[src/hdl/k_way_sorted_merge_top_assert.svh]
// ----------------------------------------------------------------------------
// k-way sorted merge assertion macros
// concurrent checks on clk, disabled while rst_n is low
// ----------------------------------------------------------------------------
`ifndef K_WAY_SORTED_MERGE_TOP_ASSERT_SVH
`define K_WAY_SORTED_MERGE_TOP_ASSERT_SVH

`ifndef NO_ASSERTIONS

// plain condition that holds at every edge
`define KWM_ASSERT_ALWAYS(lbl, cond) \
  lbl: assert property (@(posedge clk) disable iff (!rst_n) (cond)) \
    else $error("kwm check failed");

// implication in the same cycle
`define KWM_ASSERT_IMP(lbl, ante, cons) \
  lbl: assert property (@(posedge clk) disable iff (!rst_n) (ante) |-> (cons)) \
    else $error("kwm check failed");

// implication into the next cycle
`define KWM_ASSERT_NXT(lbl, ante, cons) \
  lbl: assert property (@(posedge clk) disable iff (!rst_n) (ante) |=> (cons)) \
    else $error("kwm check failed");

`else

`define KWM_ASSERT_ALWAYS(lbl, cond)
`define KWM_ASSERT_IMP(lbl, ante, cons)
`define KWM_ASSERT_NXT(lbl, ante, cons)

`endif

`endif

[src/hdl/kwm_pkg.sv]
// ----------------------------------------------------------------------------
// kwm_pkg
// shared constants, word types and codes of the k-way sorted merge
// ----------------------------------------------------------------------------
`timescale 1ns / 1ps

package kwm_pkg;

  localparam int LANES      = 4;
  localparam int LANE_DEPTH = 16;
  localparam int RESULT_CAP = 64;
  localparam int DATA_W     = 32;
  localparam int CFG_W      = 3;

  localparam int IDX_W   = (LANES > 1) ? $clog2(LANES) : 1;
  localparam int CNT_W   = $clog2(LANES + 1);
  localparam int PTR_W   = (LANE_DEPTH > 1) ? $clog2(LANE_DEPTH) : 1;
  localparam int FILL_W  = $clog2(LANE_DEPTH + 1);
  localparam int STORE_D = LANES * LANE_DEPTH;
  localparam int ADDR_W  = $clog2(STORE_D);
  localparam int RES_W   = $clog2(RESULT_CAP + 1);

  typedef enum logic [1:0] {
    CMD_PUSH   = 2'd0,
    CMD_FINISH = 2'd1,
    CMD_NEW    = 2'd2
  } kwm_cmd_e;

  typedef enum logic [1:0] {
    KIND_ELEM   = 2'd0,
    KIND_DONE   = 2'd1,
    KIND_FULL   = 2'd2,
    KIND_UNUSED = 2'd3
  } kwm_kind_e;

  typedef struct packed {
    logic [1:0]               cmd;
    logic [1:0]               lane;
    logic signed [DATA_W-1:0] value;
  } kwm_in_t;

  typedef struct packed {
    logic [1:0]               kind;
    logic signed [DATA_W-1:0] out_value;
    logic [1:0]               source_lane;
    logic                     last;
  } kwm_out_t;

  // control from the sequencer to the compare unit
  typedef struct packed {
    logic clear;
    logic take;
  } kwm_min_ctl_t;

  // running minimum of one scan
  typedef struct packed {
    logic                     any;
    logic [IDX_W-1:0]         best_lane;
    logic signed [DATA_W-1:0] best_value;
  } kwm_min_sts_t;

endpackage

[src/hdl/k_way_sorted_merge_top.sv]
// ----------------------------------------------------------------------------
// k_way_sorted_merge_top
// merges up to four ascending lane streams into one ascending word stream
// ----------------------------------------------------------------------------
// channel | direction | handshake           | word
// --------+-----------+---------------------+------------------------------
// in      | input     | in_valid / in_stall | cmd, lane, value
// out     | output    | out_valid/out_stall | kind, out_value, source_lane, last
// cfg     | input     | cfg_we              | lanes_in_use
//
// one word at a time: accept, then execute, then per emitted element a scan
//   of n lanes that visits the read state for every lane and adds a compare
//   state for every held lane (ram read then compare), then an end-of-scan
//   read state and a decide state
// the lane store ram and its single read port set the scan length
// reset is synchronous; pointers, counts and finished flags clear at once,
//   the store itself holds no reset value and needs no clearing pass
// out_stall holds the result register; the sequencer waits only when it has
//   a new result and the register is still occupied
// ----------------------------------------------------------------------------
`timescale 1ns / 1ps

`include "k_way_sorted_merge_top_assert.svh"

module k_way_sorted_merge_top (
  input  logic                          clk,
  input  logic                          rst_n,
  input  logic                          cfg_we,
  input  logic [kwm_pkg::CFG_W-1:0]     cfg_wdata,
  input  logic                          in_valid,
  output logic                          in_stall,
  input  kwm_pkg::kwm_in_t              in_word,
  output logic                          out_valid,
  input  logic                          out_stall,
  output kwm_pkg::kwm_out_t             out_word
);

  // sequencer states
  typedef enum logic [4:0] {
    S_IDLE   = 5'b00001,
    S_EXEC   = 5'b00010,
    S_RD     = 5'b00100,
    S_CMP    = 5'b01000,
    S_DECIDE = 5'b10000
  } kwm_state_t;

  kwm_state_t state_r, state_nxt;

  logic [kwm_pkg::CFG_W-1:0] lanes_cfg_r, lanes_cfg_nxt;

  // latched input word
  logic [1:0]                        cmd_r;
  logic [1:0]                        lane_r;
  logic signed [kwm_pkg::DATA_W-1:0] value_r;

  // per-lane fifo bookkeeping
  logic [kwm_pkg::PTR_W-1:0]  rp_r    [kwm_pkg::LANES];
  logic [kwm_pkg::PTR_W-1:0]  rp_nxt  [kwm_pkg::LANES];
  logic [kwm_pkg::FILL_W-1:0] fill_r  [kwm_pkg::LANES];
  logic [kwm_pkg::FILL_W-1:0] fill_nxt[kwm_pkg::LANES];
  logic [kwm_pkg::LANES-1:0]  fin_r, fin_nxt;

  // scan and step bookkeeping
  logic [kwm_pkg::CNT_W-1:0] scan_r, scan_nxt;
  logic                      ready_r, ready_nxt;
  logic [kwm_pkg::RES_W-1:0] res_cnt_r, res_cnt_nxt;
  logic                      newly_r, newly_nxt;
  logic                      emitted_r, emitted_nxt;

  // result register
  logic              out_valid_r, out_valid_nxt;
  kwm_pkg::kwm_out_t out_word_r, out_word_nxt;

  // store ram
  logic                       ram_we;
  logic [kwm_pkg::ADDR_W-1:0] ram_waddr;
  logic [kwm_pkg::ADDR_W-1:0] ram_raddr;
  logic [kwm_pkg::DATA_W-1:0] ram_rdata;

  // compare unit
  kwm_pkg::kwm_min_ctl_t min_ctl;
  kwm_pkg::kwm_min_sts_t min_sts;

  logic [kwm_pkg::CNT_W-1:0]   n_act;
  logic [kwm_pkg::IDX_W-1:0]   lane_idx;
  logic [kwm_pkg::IDX_W-1:0]   scan_idx;
  logic                        lane_ok;
  logic                        lane_full;
  logic [kwm_pkg::PTR_W:0]     wsum;
  logic [kwm_pkg::PTR_W-1:0]   wpos;
  logic                        slot_free;
  logic                        all_done_now;
  logic                        all_done_after;
  logic                        in_acc;

  assign in_acc    = in_valid && !in_stall;
  assign slot_free = !out_valid_r || !out_stall;
  assign lane_idx  = kwm_pkg::IDX_W'(lane_r);
  assign scan_idx  = kwm_pkg::IDX_W'(scan_r);

  // lanes taking part: zero acts as one, too many clamps to the lane count
  always_comb begin
    if (lanes_cfg_r == '0) begin
      n_act = kwm_pkg::CNT_W'(1);
    end else if (int'(lanes_cfg_r) > kwm_pkg::LANES) begin
      n_act = kwm_pkg::CNT_W'(kwm_pkg::LANES);
    end else begin
      n_act = kwm_pkg::CNT_W'(lanes_cfg_r);
    end
  end

  assign lane_ok   = (int'(lane_r) < int'(n_act)) && !fin_r[lane_idx];
  assign lane_full = (int'(fill_r[lane_idx]) >= kwm_pkg::LANE_DEPTH);

  // tail position of the pushed lane, wraps once at most
  assign wsum = (kwm_pkg::PTR_W + 1)'(rp_r[lane_idx]) +
                (kwm_pkg::PTR_W + 1)'(fill_r[lane_idx]);
  assign wpos = (int'(wsum) >= kwm_pkg::LANE_DEPTH)
              ? kwm_pkg::PTR_W'(wsum - (kwm_pkg::PTR_W + 1)'(kwm_pkg::LANE_DEPTH))
              : kwm_pkg::PTR_W'(wsum);

  assign ram_waddr = kwm_pkg::ADDR_W'(lane_idx) * kwm_pkg::ADDR_W'(kwm_pkg::LANE_DEPTH) +
                     kwm_pkg::ADDR_W'(wpos);
  assign ram_raddr = kwm_pkg::ADDR_W'(scan_idx) * kwm_pkg::ADDR_W'(kwm_pkg::LANE_DEPTH) +
                     kwm_pkg::ADDR_W'(rp_r[scan_idx]);

  // merge end checks, now and after taking the current best head
  always_comb begin
    all_done_now   = 1'b1;
    all_done_after = 1'b1;
    for (int i = 0; i < kwm_pkg::LANES; i++) begin
      if (i < int'(n_act)) begin
        if (!fin_r[i] || fill_r[i] != '0) begin
          all_done_now = 1'b0;
        end
        if (!fin_r[i]) begin
          all_done_after = 1'b0;
        end else if (i == int'(min_sts.best_lane)) begin
          if (int'(fill_r[i]) != 1) begin
            all_done_after = 1'b0;
          end
        end else if (fill_r[i] != '0) begin
          all_done_after = 1'b0;
        end
      end
    end
  end

  // sequencer
  always_comb begin
    state_nxt     = state_r;
    lanes_cfg_nxt = cfg_we ? cfg_wdata : lanes_cfg_r;
    rp_nxt        = rp_r;
    fill_nxt      = fill_r;
    fin_nxt       = fin_r;
    scan_nxt      = scan_r;
    ready_nxt     = ready_r;
    res_cnt_nxt   = res_cnt_r;
    newly_nxt     = newly_r;
    emitted_nxt   = emitted_r;
    out_valid_nxt = out_valid_r && out_stall;
    out_word_nxt  = out_word_r;
    ram_we        = 1'b0;
    min_ctl       = '0;

    case (state_r)
      S_IDLE: begin
        if (in_acc) begin
          state_nxt = S_EXEC;
        end
      end

      S_EXEC: begin
        case (cmd_r)
          kwm_pkg::CMD_NEW: begin
            for (int i = 0; i < kwm_pkg::LANES; i++) begin
              rp_nxt[i]   = '0;
              fill_nxt[i] = '0;
            end
            fin_nxt   = '0;
            state_nxt = S_IDLE;
          end
          kwm_pkg::CMD_PUSH: begin
            if (!lane_ok || lane_full) begin
              // drop report goes out before any emission of this step
              if (slot_free) begin
                out_valid_nxt            = 1'b1;
                out_word_nxt.kind        = lane_ok ? kwm_pkg::KIND_FULL
                                                   : kwm_pkg::KIND_UNUSED;
                out_word_nxt.out_value   = '0;
                out_word_nxt.source_lane = lane_r;
                out_word_nxt.last        = 1'b0;
                res_cnt_nxt              = kwm_pkg::RES_W'(1);
                newly_nxt                = 1'b0;
                emitted_nxt              = 1'b0;
                scan_nxt                 = '0;
                ready_nxt                = 1'b1;
                min_ctl.clear            = 1'b1;
                state_nxt                = S_RD;
              end
            end else begin
              ram_we             = 1'b1;
              fill_nxt[lane_idx] = fill_r[lane_idx] + kwm_pkg::FILL_W'(1);
              res_cnt_nxt        = '0;
              newly_nxt          = 1'b0;
              emitted_nxt        = 1'b0;
              scan_nxt           = '0;
              ready_nxt          = 1'b1;
              min_ctl.clear      = 1'b1;
              state_nxt          = S_RD;
            end
          end
          kwm_pkg::CMD_FINISH: begin
            newly_nxt = lane_ok;
            if (lane_ok) begin
              fin_nxt[lane_idx] = 1'b1;
            end
            res_cnt_nxt   = '0;
            emitted_nxt   = 1'b0;
            scan_nxt      = '0;
            ready_nxt     = 1'b1;
            min_ctl.clear = 1'b1;
            state_nxt     = S_RD;
          end
          default: begin
            // unknown command does nothing
            state_nxt = S_IDLE;
          end
        endcase
      end

      S_RD: begin
        if (scan_r == n_act) begin
          state_nxt = S_DECIDE;
        end else if (fill_r[scan_idx] == '0) begin
          // an open empty lane blocks emission
          if (!fin_r[scan_idx]) begin
            ready_nxt = 1'b0;
          end
          scan_nxt = scan_r + kwm_pkg::CNT_W'(1);
        end else begin
          state_nxt = S_CMP;
        end
      end

      S_CMP: begin
        // head word of scan lane is on the ram output now
        min_ctl.take = 1'b1;
        scan_nxt     = scan_r + kwm_pkg::CNT_W'(1);
        state_nxt    = S_RD;
      end

      S_DECIDE: begin
        if (int'(res_cnt_r) >= kwm_pkg::RESULT_CAP) begin
          state_nxt = S_IDLE;
        end else if (ready_r && min_sts.any) begin
          if (slot_free) begin
            out_valid_nxt            = 1'b1;
            out_word_nxt.kind        = kwm_pkg::KIND_ELEM;
            out_word_nxt.out_value   = min_sts.best_value;
            out_word_nxt.source_lane = 2'(min_sts.best_lane);
            out_word_nxt.last        = all_done_after;
            if (int'(rp_r[min_sts.best_lane]) == kwm_pkg::LANE_DEPTH - 1) begin
              rp_nxt[min_sts.best_lane] = '0;
            end else begin
              rp_nxt[min_sts.best_lane] = rp_r[min_sts.best_lane] + kwm_pkg::PTR_W'(1);
            end
            fill_nxt[min_sts.best_lane] = fill_r[min_sts.best_lane] - kwm_pkg::FILL_W'(1);
            res_cnt_nxt   = res_cnt_r + kwm_pkg::RES_W'(1);
            emitted_nxt   = 1'b1;
            scan_nxt      = '0;
            ready_nxt     = 1'b1;
            min_ctl.clear = 1'b1;
            state_nxt     = S_RD;
          end
        end else if (newly_r && !emitted_r && all_done_now) begin
          // merge closed with nothing left: one finished notice
          if (slot_free) begin
            out_valid_nxt            = 1'b1;
            out_word_nxt.kind        = kwm_pkg::KIND_DONE;
            out_word_nxt.out_value   = '0;
            out_word_nxt.source_lane = '0;
            out_word_nxt.last        = 1'b1;
            res_cnt_nxt              = res_cnt_r + kwm_pkg::RES_W'(1);
            state_nxt                = S_IDLE;
          end
        end else begin
          state_nxt = S_IDLE;
        end
      end

      default: begin
        state_nxt = S_IDLE;
      end
    endcase
  end

  // control registers
  always_ff @(posedge clk) begin
    if (!rst_n) begin
      state_r     <= S_IDLE;
      lanes_cfg_r <= kwm_pkg::CFG_W'(kwm_pkg::LANES);
      rp_r        <= '{default: '0};
      fill_r      <= '{default: '0};
      fin_r       <= '0;
      scan_r      <= '0;
      ready_r     <= 1'b0;
      res_cnt_r   <= '0;
      newly_r     <= 1'b0;
      emitted_r   <= 1'b0;
      out_valid_r <= 1'b0;
    end else begin
      state_r     <= state_nxt;
      lanes_cfg_r <= lanes_cfg_nxt;
      rp_r        <= rp_nxt;
      fill_r      <= fill_nxt;
      fin_r       <= fin_nxt;
      scan_r      <= scan_nxt;
      ready_r     <= ready_nxt;
      res_cnt_r   <= res_cnt_nxt;
      newly_r     <= newly_nxt;
      emitted_r   <= emitted_nxt;
      out_valid_r <= out_valid_nxt;
    end
  end

  // payload registers
  always_ff @(posedge clk) begin
    if (in_acc) begin
      cmd_r   <= in_word.cmd;
      lane_r  <= in_word.lane;
      value_r <= in_word.value;
    end
    out_word_r <= out_word_nxt;
  end

  kwm_ram #(
    .WIDTH (kwm_pkg::DATA_W),
    .DEPTH (kwm_pkg::STORE_D)
  ) u_store (
    .clk   (clk),
    .we    (ram_we),
    .waddr (ram_waddr),
    .wdata (value_r),
    .raddr (ram_raddr),
    .rdata (ram_rdata)
  );

  kwm_min_unit u_min (
    .clk        (clk),
    .rst_n      (rst_n),
    .ctl        (min_ctl),
    .cand_lane  (scan_idx),
    .cand_value (ram_rdata),
    .sts        (min_sts)
  );

  assign in_stall  = (state_r != S_IDLE);
  assign out_valid = out_valid_r;
  assign out_word  = out_word_r;

  // an accepted word goes straight to execution
  `KWM_ASSERT_NXT(a_acc_exec, in_acc, state_r == S_EXEC)
  // a compare only ever runs on a lane that holds a head
  `KWM_ASSERT_IMP(a_cmp_held, state_r == S_CMP, fill_r[scan_idx] != '0)
  // results of one step never pass the cap
  `KWM_ASSERT_ALWAYS(a_res_cap, int'(res_cnt_r) <= kwm_pkg::RESULT_CAP)

endmodule

[src/hdl/kwm_ram.sv]
// ----------------------------------------------------------------------------
// kwm_ram
// generic single write port ram with registered read
// ----------------------------------------------------------------------------
`timescale 1ns / 1ps

module kwm_ram #(
  parameter int WIDTH = 32,
  parameter int DEPTH = 64
) (
  input  logic                     clk,
  input  logic                     we,
  input  logic [$clog2(DEPTH)-1:0] waddr,
  input  logic [WIDTH-1:0]         wdata,
  input  logic [$clog2(DEPTH)-1:0] raddr,
  output logic [WIDTH-1:0]         rdata
);

  logic [WIDTH-1:0] mem [DEPTH];

  always_ff @(posedge clk) begin
    if (we) begin
      mem[waddr] <= wdata;
    end
    rdata <= mem[raddr];
  end

endmodule

[src/hdl/kwm_min_unit.sv]
// ----------------------------------------------------------------------------
// kwm_min_unit
// shared signed compare, keeps the smallest lane head of one scan
// ----------------------------------------------------------------------------
`timescale 1ns / 1ps

module kwm_min_unit (
  input  logic                             clk,
  input  logic                             rst_n,
  input  kwm_pkg::kwm_min_ctl_t            ctl,
  input  logic [kwm_pkg::IDX_W-1:0]        cand_lane,
  input  logic signed [kwm_pkg::DATA_W-1:0] cand_value,
  output kwm_pkg::kwm_min_sts_t            sts
);

  logic                              any_r;
  logic                              any_nxt;
  logic [kwm_pkg::IDX_W-1:0]         best_lane_r;
  logic signed [kwm_pkg::DATA_W-1:0] best_value_r;
  logic                              win;

  // strict less-than: on a tie the earlier (lower) lane stays
  assign win = ctl.take && (!any_r || (cand_value < best_value_r));

  always_comb begin
    any_nxt = any_r;
    if (ctl.clear) begin
      any_nxt = 1'b0;
    end else if (win) begin
      any_nxt = 1'b1;
    end
  end

  always_ff @(posedge clk) begin
    if (!rst_n) begin
      any_r <= 1'b0;
    end else begin
      any_r <= any_nxt;
    end
  end

  always_ff @(posedge clk) begin
    if (win) begin
      best_lane_r  <= cand_lane;
      best_value_r <= cand_value;
    end
  end

  assign sts.any        = any_r;
  assign sts.best_lane  = best_lane_r;
  assign sts.best_value = best_value_r;

endmodule

[config.mk]
export PLATFORM = sky130hd
export DESIGN_NAME = k_way_sorted_merge_top
export DESIGN_NICKNAME = d
export VERILOG_FILES = /design/src/hdl/kwm_pkg.sv /design/src/hdl/k_way_sorted_merge_top.sv /design/src/hdl/kwm_ram.sv /design/src/hdl/kwm_min_unit.sv
export VERILOG_INCLUDE_DIRS = /design/src /design/src/hdl
export SDC_FILE = /design/constraint.sdc
export NUM_CORES = 2
export LEC_CHECK = 0
export BUFFER_PORTS_ARGS = -buffer_cell sky130_fd_sc_hd__buf_2
export CAP_MARGIN = 20
export CORE_MARGIN = 2
export CORE_UTILIZATION = 40
export DETAILED_ROUTE_END_ITERATION = 8
export REMOVE_ABC_BUFFERS = 1
export SLEW_MARGIN = 20
export SYNTH_ARGS = -nofsm -noshare
export SYNTH_HDL_FRONTEND = slang
export SYNTH_HIERARCHICAL = 1
export SYNTH_SLANG_ARGS = --single-unit
export TNS_END_PERCENT = 5
[constraint.sdc]
create_clock -name clk -period 6.61 [get_ports clk]
set_clock_uncertainty 0.15 [all_clocks]
set_input_delay 0.9915 -clock clk [delete_from_list [all_inputs] [get_ports clk]]
set_output_delay 0.9915 -clock clk [all_outputs]
set_load 0.01 [all_outputs]
==> impl_metrics.env <==
export IMPL_status="completed"
export IMPL_track_usage=0.210
export IMPL_dieArea_um2=223000
export IMPL_arrival_ps=5720
export IMPL_viasPerCell=5.97
export IMPL_peakVddDrop_v=0.000271
export IMPL_drt_drc_violations_left=0
export IMPL_rows=172
export IMPL_maxCapViolations=0
export IMPL_clk_path_buf_depth=3
export IMPL_synthTopCellsByCount="edfxtp_1, mux4_2, mux2i_1"
export IMPL_met3_length_um=23400
export IMPL_end_kind="flip-flop"
export IMPL_internal_power_mw=23.1
export IMPL_critPathBufInv=2
export IMPL_p_clk_frac=0.435
export IMPL_seqPwrFrac=0.542
export IMPL_dp_hpwl_um=142000
export IMPL_synthMuxAreaShare=0.144
export IMPL_rr_startpoint="lane_idx[0]"
export IMPL_crit_top_cell="buf_4"
export IMPL_synth_top_family_by_area="multiplexers"
export IMPL_clk_pin_slew_ps=60
export IMPL_clk_latency_ps=850
export IMPL_async_flop_share=0
export IMPL_wl_met1_um=99300
export IMPL_start_kind="flip-flop"
export IMPL_highest_layer="met5"
export IMPL_timing_critical_path_from="lane_idx[0]"
export IMPL_yosysWarningCount=6
export IMPL_worstSetupPathType="reg2reg"
export IMPL_crit_family="simple AND/OR/NAND/NOR gates"
export IMPL_die_w_um=473
export IMPL_p_leak_nw=30.3
export IMPL_cts_setup_buffers=0
export IMPL_grt_max_degree=83
export IMPL_whs_path_depth=1
export IMPL_period_share=0.810
export IMPL_synth_area_leaders="edfxtp_1, mux4_2, mux2i_1, dfxtp_1, a22oi_1"
export IMPL_vias=45400
export IMPL_yosys_area_share_simple=0.0283
export IMPL_setup_tns_ps=0
export IMPL_postSynthCellCount=4295
export IMPL_clock_sinks=2250
export IMPL_rsz0062_at_grt="no"
export IMPL_start_util=0.401
export IMPL_max_freq_mhz=187
export IMPL_antenna_found_initial=20
export IMPL_setup_violations_final=0
export IMPL_worstRegToRegCells=8
export IMPL_root_buffer="clkbuf_16"
export IMPL_hold_viol=0
export IMPL_yosys_area_share_adder=0.00607
export IMPL_synth_compound_area_frac=0.0426
export IMPL_grt_pass1_vias=43600
export IMPL_syn_area_per_cell_um2=20.5
export IMPL_synth_xor_area_frac=0.00179
export IMPL_hp_class="in2reg"
export IMPL_core_um2=219000
export IMPL_syn_to_final_growth_pct=13.7
export IMPL_min_period_ps=5360
export IMPL_first_pass_iters=6
export IMPL_synthFlopType="edfxtp_1"
export IMPL_synth_cell_types=89
export IMPL_synth_area_um2=87900
export IMPL_r2r_end="u_store/mem[29][0]"
export IMPL_cts_tree="built"
export IMPL_seq_area_frac_synth=0.758
export IMPL_ioPinCount=83
export IMPL_htree_levels=4
export IMPL_ys_ff_latch=2250
export IMPL_critPathSlowestCell="xnor2_1"
export IMPL_grt_overflow=0
export IMPL_dieHeight_um=473
export IMPL_drive_above_1_share=0.241
export IMPL_cp_max_fo=19
export IMPL_grt_first_pass_wirelength_um=334000
export IMPL_finalPower_mw=29.1
export IMPL_p_switching_mw=5.95
export IMPL_reg2reg_slack_ps=1250
export IMPL_synth_edf_count=2155
export IMPL_nets=4619
export IMPL_critPathCapture="u_store/mem[29][0]"
export IMPL_cp_required_ps=6970
export IMPL_io_buffers=82
export IMPL_p_per_area_nw_per_um2=291
export IMPL_wl_per_cell_um=31.3
export IMPL_cts_hold_buf=0
export IMPL_ant_nets=0
export IMPL_p_comb_frac=0.023
export IMPL_cts_resized_gates=0
export IMPL_synth_most_common_cell="edfxtp_1"
export IMPL_crit_cells=8
export IMPL_slew_viol_final=0
export IMPL_synth_top_cell_by_area="edfxtp_1"
export IMPL_wirelength_um=238000
export IMPL_numCtsBuffers=220
export IMPL_crit_chain="buf_4 -> mux4_2 -> ha_1 -> xnor2_1 -> nand3b_1 -> or2_1 -> nor2_4 -> buf_4"
export IMPL_slowest_delay_ps=860
export IMPL_tightest_slew_ps=1130
export IMPL_p_sw_frac=0.205
export IMPL_relSlewSlack=0.244
export IMPL_met2_wirelength_um=110000
export IMPL_drt_iter0_markers=6704
export IMPL_gp_congestion=0.861
export IMPL_synth_top_cell_area_share=0.737
-- sequential cells by signal, summed over array words and instances, names as in the netlist --
name,flops
lanes_cfg_r,3
newly_r,1
cmd_r,2
rp_r,16
value_r,32
u_min/any_r,1
fin_r,4
u_store/mem,2048
u_min/best_value_r,32
fill_r,20
res_cnt_r,7
lane_idx,2
out_word,37
out_valid,1
u_min/best_lane_r,2
u_store/rdata,32
scan_r,3
emitted_r,1
state_r,5
ready_r,1
-- worst reg2reg max path, stage by stage, from the launching register on --
cell      delay, ps
edfxtp_1        700
buf_4           310
mux4_2          510
ha_1            340
xnor2_1         860
nand3b_1        480
or2_1           740
nor2_4          560
buf_4           390
-- metal layers --
| metal | global-route usage | vias to the layer above |
|---|---|---|
| met4 | 0.0486 | 2 |
| met3 | 0.0365 | 310 |
| li1 | - | 18500 |
| met5 | 0 | - |
| met2 | 0.321 | 2464 |
| met1 | 0.315 | 24100 |
-- power by group through the flow --
stage                     combinational [mW]  sequential (mW)  clock, mW
after detailed placement               0.665             16.1          0
after floorplan                        0.171             16.2          0
after CTS                              0.664             15.8       12.9
after global placement                 0.646             16.1          0
after global routing                   0.693             15.7       13.4
final                                  0.666             15.8       12.7
-- worst min-delay path by stage --
stage / from / end / slack [ps]
floorplan: u_store/rdata[0] / u_min/best_value_r[0] / 260
global placement: u_store/rdata[2] / u_min/best_value_r[2] / 280
detailed placement: u_store/rdata[10] / u_min/best_value_r[10] / 290
CTS: in_word[16] / value_r[16] / 100
global route: in_word[22] / value_r[22] / 120
finish: in_word[22] / value_r[22] / 170
-- placed cells by master (no fill, tap or decap), types with 21 or more instances in the layout --
master	synthesis	layout
clkinv_2	0	35
o22ai_1	62	62
o211ai_1	21	21
bufinv_16	0	27
edfxtp_1	2155	2155
clkinv_1	0	50
dfxtp_1	95	93
a21oi_1	78	78
buf_4	30	154
nor2_4	0	67
and3_1	42	42
a31oi_1	27	27
nand3_1	67	67
clkbuf_16	0	222
ha_1	41	41
inv_1	51	51
mux2i_1	208	208
clkbuf_1	98	56
buf_2	61	82
mux4_2	470	466
nor2_1	148	78
buf_12	3	22
o21ai_0	60	58
a211oi_1	25	25
a22oi_1	129	129
nand2_1	75	75
-- cell type report --
| class | instances | area (um2) |
|---|---|---|
| Timing Repair Buffer | 259 | 2030 |
| Tap cell | 2871 | 3590 |
| Antenna cell | 6 | 15.0 |
| Multi-Input combinational cell | 1750 | 20200 |
| Clock buffer | 283 | 5830 |
| Inverter | 52 | 195 |
| Sequential cell | 2250 | 66600 |
| Fill cell | 18300 | 119000 |
| Clock inverter | 128 | 1470 |
-- metrics by stage --
| step | worst slack [ps] | instance area (um2) | std cells | utilization | hold slack (ps) |
|---|---|---|---|---|---|
| 5_1_grt | 1080 | 99900 | 7593 | 0.456 | 119 |
| 2_1_floorplan | -8170 | 86400 | 4052 | - | 259 |
| 3_3_place_gp | 1330 | 92400 | 7174 | 0.422 | 281 |
| 6_report | 1250 | 99900 | 7599 | 0.456 | 169 |
| 4_1_cts | 1320 | 99800 | 7589 | 0.456 | 96.7 |
| 3_5_place_dp | 1330 | 92500 | 7178 | 0.422 | 295 |
-- cell families (layout without fill, tap and decap cells) --
kind of cell | Yosys count | in the layout
simple gates | 479 | 479
buf+inv | 295 | 722
flops | 2250 | 2250
fa+ha+maj | 42 | 42
mux | 678 | 678
xor+xnor | 18 | 18
other cells | 0 | 6
compound gates | 533 | 533
Power figures use the tool's default switching activity.
